<file path="config.mk">
export PLATFORM = sky130hd
export DESIGN_NAME = wsr_ctrl
export DESIGN_NICKNAME = d
export VERILOG_FILES = /design/src/rtl/wsr_pkg.sv /design/src/rtl/wsr_ctrl.sv
export SDC_FILE = /design/constraint.sdc
export NUM_CORES = 1
export LEC_CHECK = 0
export ABC_AREA = 0
export BUFFER_PORTS_ARGS = -buffer_cell sky130_fd_sc_hd__buf_4
export CORE_AREA = 2 2 39 41
export DETAILED_ROUTE_END_ITERATION = 8
export DIE_AREA = 0 0 41 43
export SYNTH_ARGS = -nofsm -noshare
export SYNTH_HDL_FRONTEND = slang
export SYNTH_SLANG_ARGS = --single-unit
</file>
<file path="constraint.sdc">
create_clock -name i_clk -period 2.34 [get_ports i_clk]
set_input_delay 0.351 -clock i_clk [delete_from_list [all_inputs] [get_ports i_clk]]
set_output_delay 0.351 -clock i_clk [all_outputs]
set_load 0.01 [all_outputs]
</file>
<file path="src/rtl/wsr_pkg.sv">
`default_nettype none
package wsr_pkg;

    // fixed widths and limits of the sample and coefficient paths
    localparam int FRAC_BITS = 16;
    localparam int DIV_BITS  = 24;
    localparam int OUT_LIMIT = 64;
    localparam int OUT_CNT_W = 7;
    localparam int SAMPLE_W  = 24;
    localparam int COEF_W    = 18;
    localparam int IW_W      = 19;
    localparam int PROD_W    = 43;

    // register indexes of the configuration port
    typedef enum logic [2:0] {
        REG_INTERP    = 3'd0,
        REG_HALF_TAPS = 3'd1,
        REG_STEP      = 3'd2,
        REG_CHANNELS  = 3'd3,
        REG_CENTER    = 3'd4
    } t_reg_idx;

    // register reset values
    localparam logic [7:0]  RST_INTERP   = 8'd120;
    localparam logic [5:0]  RST_HALF     = 6'd9;
    localparam logic [27:0] RST_STEP     = 28'd7864320;
    localparam logic [3:0]  RST_CHANNELS = 4'd1;
    localparam logic [12:0] RST_CENTER   = 13'd4096;

    // controller to datapath
    typedef struct packed {
        logic accept;
        logic setup;
        logic run_setup;
        logic calc;
        logic out_start;
        logic issue;
        logic result;
    } t_cmd;

    // datapath to controller
    typedef struct packed {
        logic frame_done;
        logic setup_done;
        logic emit_zero;
        logic issue_last;
        logic pipe_empty;
        logic out_free;
        logic last_out;
    } t_sts;

endpackage
`default_nettype wire

</file>
<file path="src/rtl/wsr_ctrl.sv">
`default_nettype none
module wsr_ctrl (
    input  logic          i_clk,
    input  logic          i_rst_n,
    input  logic          i_in_valid,
    output logic          o_in_ready,
    input  wsr_pkg::t_sts i_sts,
    output wsr_pkg::t_cmd o_cmd
);
    import wsr_pkg::*;

    typedef enum logic [2:0] {
        S_IDLE, S_SETUP, S_WAIT, S_CALC, S_OSTART, S_TAPS, S_DRAIN, S_RESULT
    } t_state;

    t_state r_state, n_state;

    // next state and commands
    always_comb begin
        n_state = r_state;
        o_cmd   = '0;
        case (r_state)
            S_IDLE: begin
                o_cmd.accept = i_in_valid;
                if (i_in_valid && i_sts.frame_done) n_state = S_SETUP;
            end
            S_SETUP: begin
                o_cmd.setup = 1'b1;
                n_state     = S_WAIT;
            end
            S_WAIT: begin
                o_cmd.run_setup = 1'b1;
                if (i_sts.setup_done) n_state = S_CALC;
            end
            S_CALC: begin
                o_cmd.calc = 1'b1;
                n_state    = i_sts.emit_zero ? S_IDLE : S_OSTART;
            end
            S_OSTART: begin
                o_cmd.out_start = 1'b1;
                n_state         = S_TAPS;
            end
            S_TAPS: begin
                o_cmd.issue = 1'b1;
                if (i_sts.issue_last) n_state = S_DRAIN;
            end
            S_DRAIN: begin
                if (i_sts.pipe_empty) n_state = S_RESULT;
            end
            S_RESULT: begin
                if (i_sts.out_free) begin
                    o_cmd.result = 1'b1;
                    n_state      = i_sts.last_out ? S_IDLE : S_OSTART;
                end
            end
            default: n_state = S_IDLE;
        endcase
    end

    // state register
    always_ff @(posedge i_clk) begin
        if (!i_rst_n) begin
            r_state <= S_IDLE;
        end else begin
            r_state <= n_state;
        end
    end

    assign o_in_ready = (r_state == S_IDLE);

endmodule
`default_nettype wire

</file>
==> results.py <==
metrics = {
    "timing": {
        "finalHoldViolations": 0,
        "post-route-period-util_pct": 68.18,
        "tightest_slew_ns": 0.4195,
        "fin_skew_ns": 0.002489,
        "slew_viol_final": 0,
        "rsz0062_at_grt": "no",
        "finalSetupTns_ns": 0,
        "finalSetupViolCount": 0,
        "max_slew_margin_pct": 71.99,
        "min_period_ns": 1.595,
        "fmax_mhz": 626.8,
    },
    "pwr": {
        "p_per_area_mw_per_mm2": 719.7,
        "p_sw_share_pct": 35.52,
        "internal-power_uw": 187.6,
        "pwr-share-seq_pct": 28.9,
        "pwr-share-comb_pct": 39.2,
        "switching_power_uw": 103.3,
        "totalPowerFinal_uw": 290.9,
        "p_leak_uw": 0.0001868,
        "pwr-share-clk_pct": 31.9,
        "ir_worst_vdd_mv": 0.3469,
    },
    "global_routing": {
        "grt_usage_pct": 8.918,
        "gr-total-overflow": 0,
        "grt_pass1_wl_um": 1028,
        "grt_pass1_vias": 272,
        "antenna_found_initial": 0,
        "grt_max_degree": 14,
    },
    "worst_setup_path": {
        "ff2ff_path_depth": 4,
        "arrival_ns": 1.24,
        "required_ns": 1.99,
        "cp_max_fo": 13,
        "path_class": "reg -> out",
        "worstSetupEndpointType": "output pin",
        "crit_path_start_kind": "flip-flop",
    },
    "clock_tree": {
        "cts-root-buf": "clkbuf_4",
        "cts_tree": "built",
        "numCtsBuffers": 3,
        "cts_htree_levels": 1,
        "cts-resized-gates": 0,
        "insertion_delay_ns": 0.23,
        "clkSinkCount": 3,
        "cts.clk_slew.worst_paths_ns": 0.04,
        "postCtsSetupBuffers": 0,
        "postCtsHoldBufs": 0,
        "cts.path.max_buffers": 2,
    },
    "final_layout": {
        "antenna_cells": 0,
        "reg_top3": "r_state (3)",
        "drive_above_1_share_pct": 45.10,
        "layout_common_cells": "buf_4 (17), nand2_1 (6)",
        "nets": 62,
        "syn_to_final_growth_pct": 63.96,
        "top_register": "r_state",
        "post-route-util_pct": 29.20,
        "final_common_cell": "buf_4",
        "largest_reg_flops": 3,
    },
    "die": {
        "die_y_um": 43,
        "rows": 14,
        "initial_core_util_pct": 17.81,
        "die_w_um": 41,
        "coreArea_mm2": 0.001384,
        "io_pins": 18,
        "die-area_mm2": 0.001763,
    },
    "detailed_routing": {
        "first_pass_iters": 2,
        "ant_nets": 0,
        "remaining_drc_errors": 0,
        "wl_per_cell_um": 9.493,
        "viasPerCell": 4.209,
        "initialDrtViolationCount": 1,
        "vias": 282,
        "wl_um": 636,
    },
    "yosys": {
        "synthCells": 32,
        "yosys_register_bits": 3,
        "syn_avg_cell_area_um2": 7.703,
        "syn_area_um2": 246.5,
        "ys_seq_area_share_pct": 24.37,
        "syn_nets": 42,
        "synth_warnings": 0,
        "ys_types": 17,
    },
    "place": {
        "hpwl_um": 489.1,
        "gp_congestion": 0.6047,
        "port_buffers": 17,
    },
    "run": {
        "cap_violations": 0,
    },
    "hold_path": {
        "hold_path_class": "in -> reg",
        "whs_path_depth": 2,
    },
    "outcome": {
        "status": "complete, no violations",
    },
}
worst max-delay path: stages (launching register included):
cell and delay (ns):
dfxtp_1 0.43, nor3_2 0.31, and2_1 0.16, buf_4 0.11
through the flow:
| stage | hold WS [ns] | setup WS [ns] | cell area, µm² | cells |
|---|---|---|---|---|
| 2_1_floorplan | 0.4648 | 1.065 | 246.5 | 32 |
| 3_3_place_gp | 0.5862 | 0.9557 | 377.9 | 63 |
| 3_5_place_dp | 0.5888 | 0.9476 | 377.9 | 63 |
| 4_1_cts | 0.3501 | 0.7363 | 404.1 | 67 |
| 5_1_grt | 0.3626 | 0.6307 | 404.1 | 67 |
| 6_report | 0.3522 | 0.7446 | 404.1 | 67 |
layout make-up:
class	count	area (µm²)
fillers	165	979.7
multi-input cells	26	166.4
repair buffers	17	127.6
flip-flops and latches	3	60.06
clock buffers	4	26.28
well taps	16	20.02
inverters	1	3.754
cells by family (layout without fill, tap and decap cells):
family / Yosys count / in the layout / share of synthesized area (%)
xor gates and xnor gates: 1 / 1 / 3.554
and+or+nand+nor: 18 / 18 / 38.07
muxes: 2 / 2 / 8.122
buffers and inverters: 3 / 22 / 8.118
DFF: 3 / 3 / 24.37
AOI/OAI and AO/OA: 5 / 5 / 17.77
path summary, 6_finish.rpt:
path | startpoint | to | slack (ns)
max | r_state[2] | o_cmd[6] | 0.74
min | i_rst_n | r_state[1] | 0.35
max reg2reg | r_state[2] | r_state[2] | 0.93
min reg2reg | r_state[0] | r_state[0] | 0.68
Yosys cell counts:
library cell | count | area (µm²)
nor2_1 | 3 | 11.26
dfxtp_1 | 3 | 60.06
buf_2 | 1 | 5.000
and2_1 | 2 | 12.51
nor3b_1 | 3 | 22.52
nor3_2 | 1 | 10.01
o31ai_1 | 1 | 7.510
buf_6 | 1 | 11.26
xor2_1 | 1 | 8.760
a32oi_2 | 1 | 16.27
nand2_1 | 6 | 22.52
nand3_1 | 2 | 10.01
a41o_1 | 1 | 10.01
nor3_1 | 1 | 5.000
mux2i_1 | 2 | 20.02
a21oi_1 | 2 | 10.01
inv_2 | 1 | 3.750
power groups by stage:
stage	Combinational, µW	Sequential [µW]	Clock, µW
after floorplan	85.1	70.2	0
after CTS	116	84.4	96.2
after global placement	114	84.3	0
after global routing	127	88.7	103
after detailed placement	116	84.7	0
final	114	83.9	92.8
routing by layer:
layer | wire [µm] | vias up | share of wire, % | global-route usage, %
li1 | - | 150 | - | -
met1 | 277 | 120 | 44 | 9.904
met2 | 288 | 12 | 45 | 12.50
met3 | 70 | 0 | 11 | 7.853
met4 | 0 | 0 | 0 | 2.000
met5 | 0 | - | 0 | 0
Power figures use the tool's default switching activity.
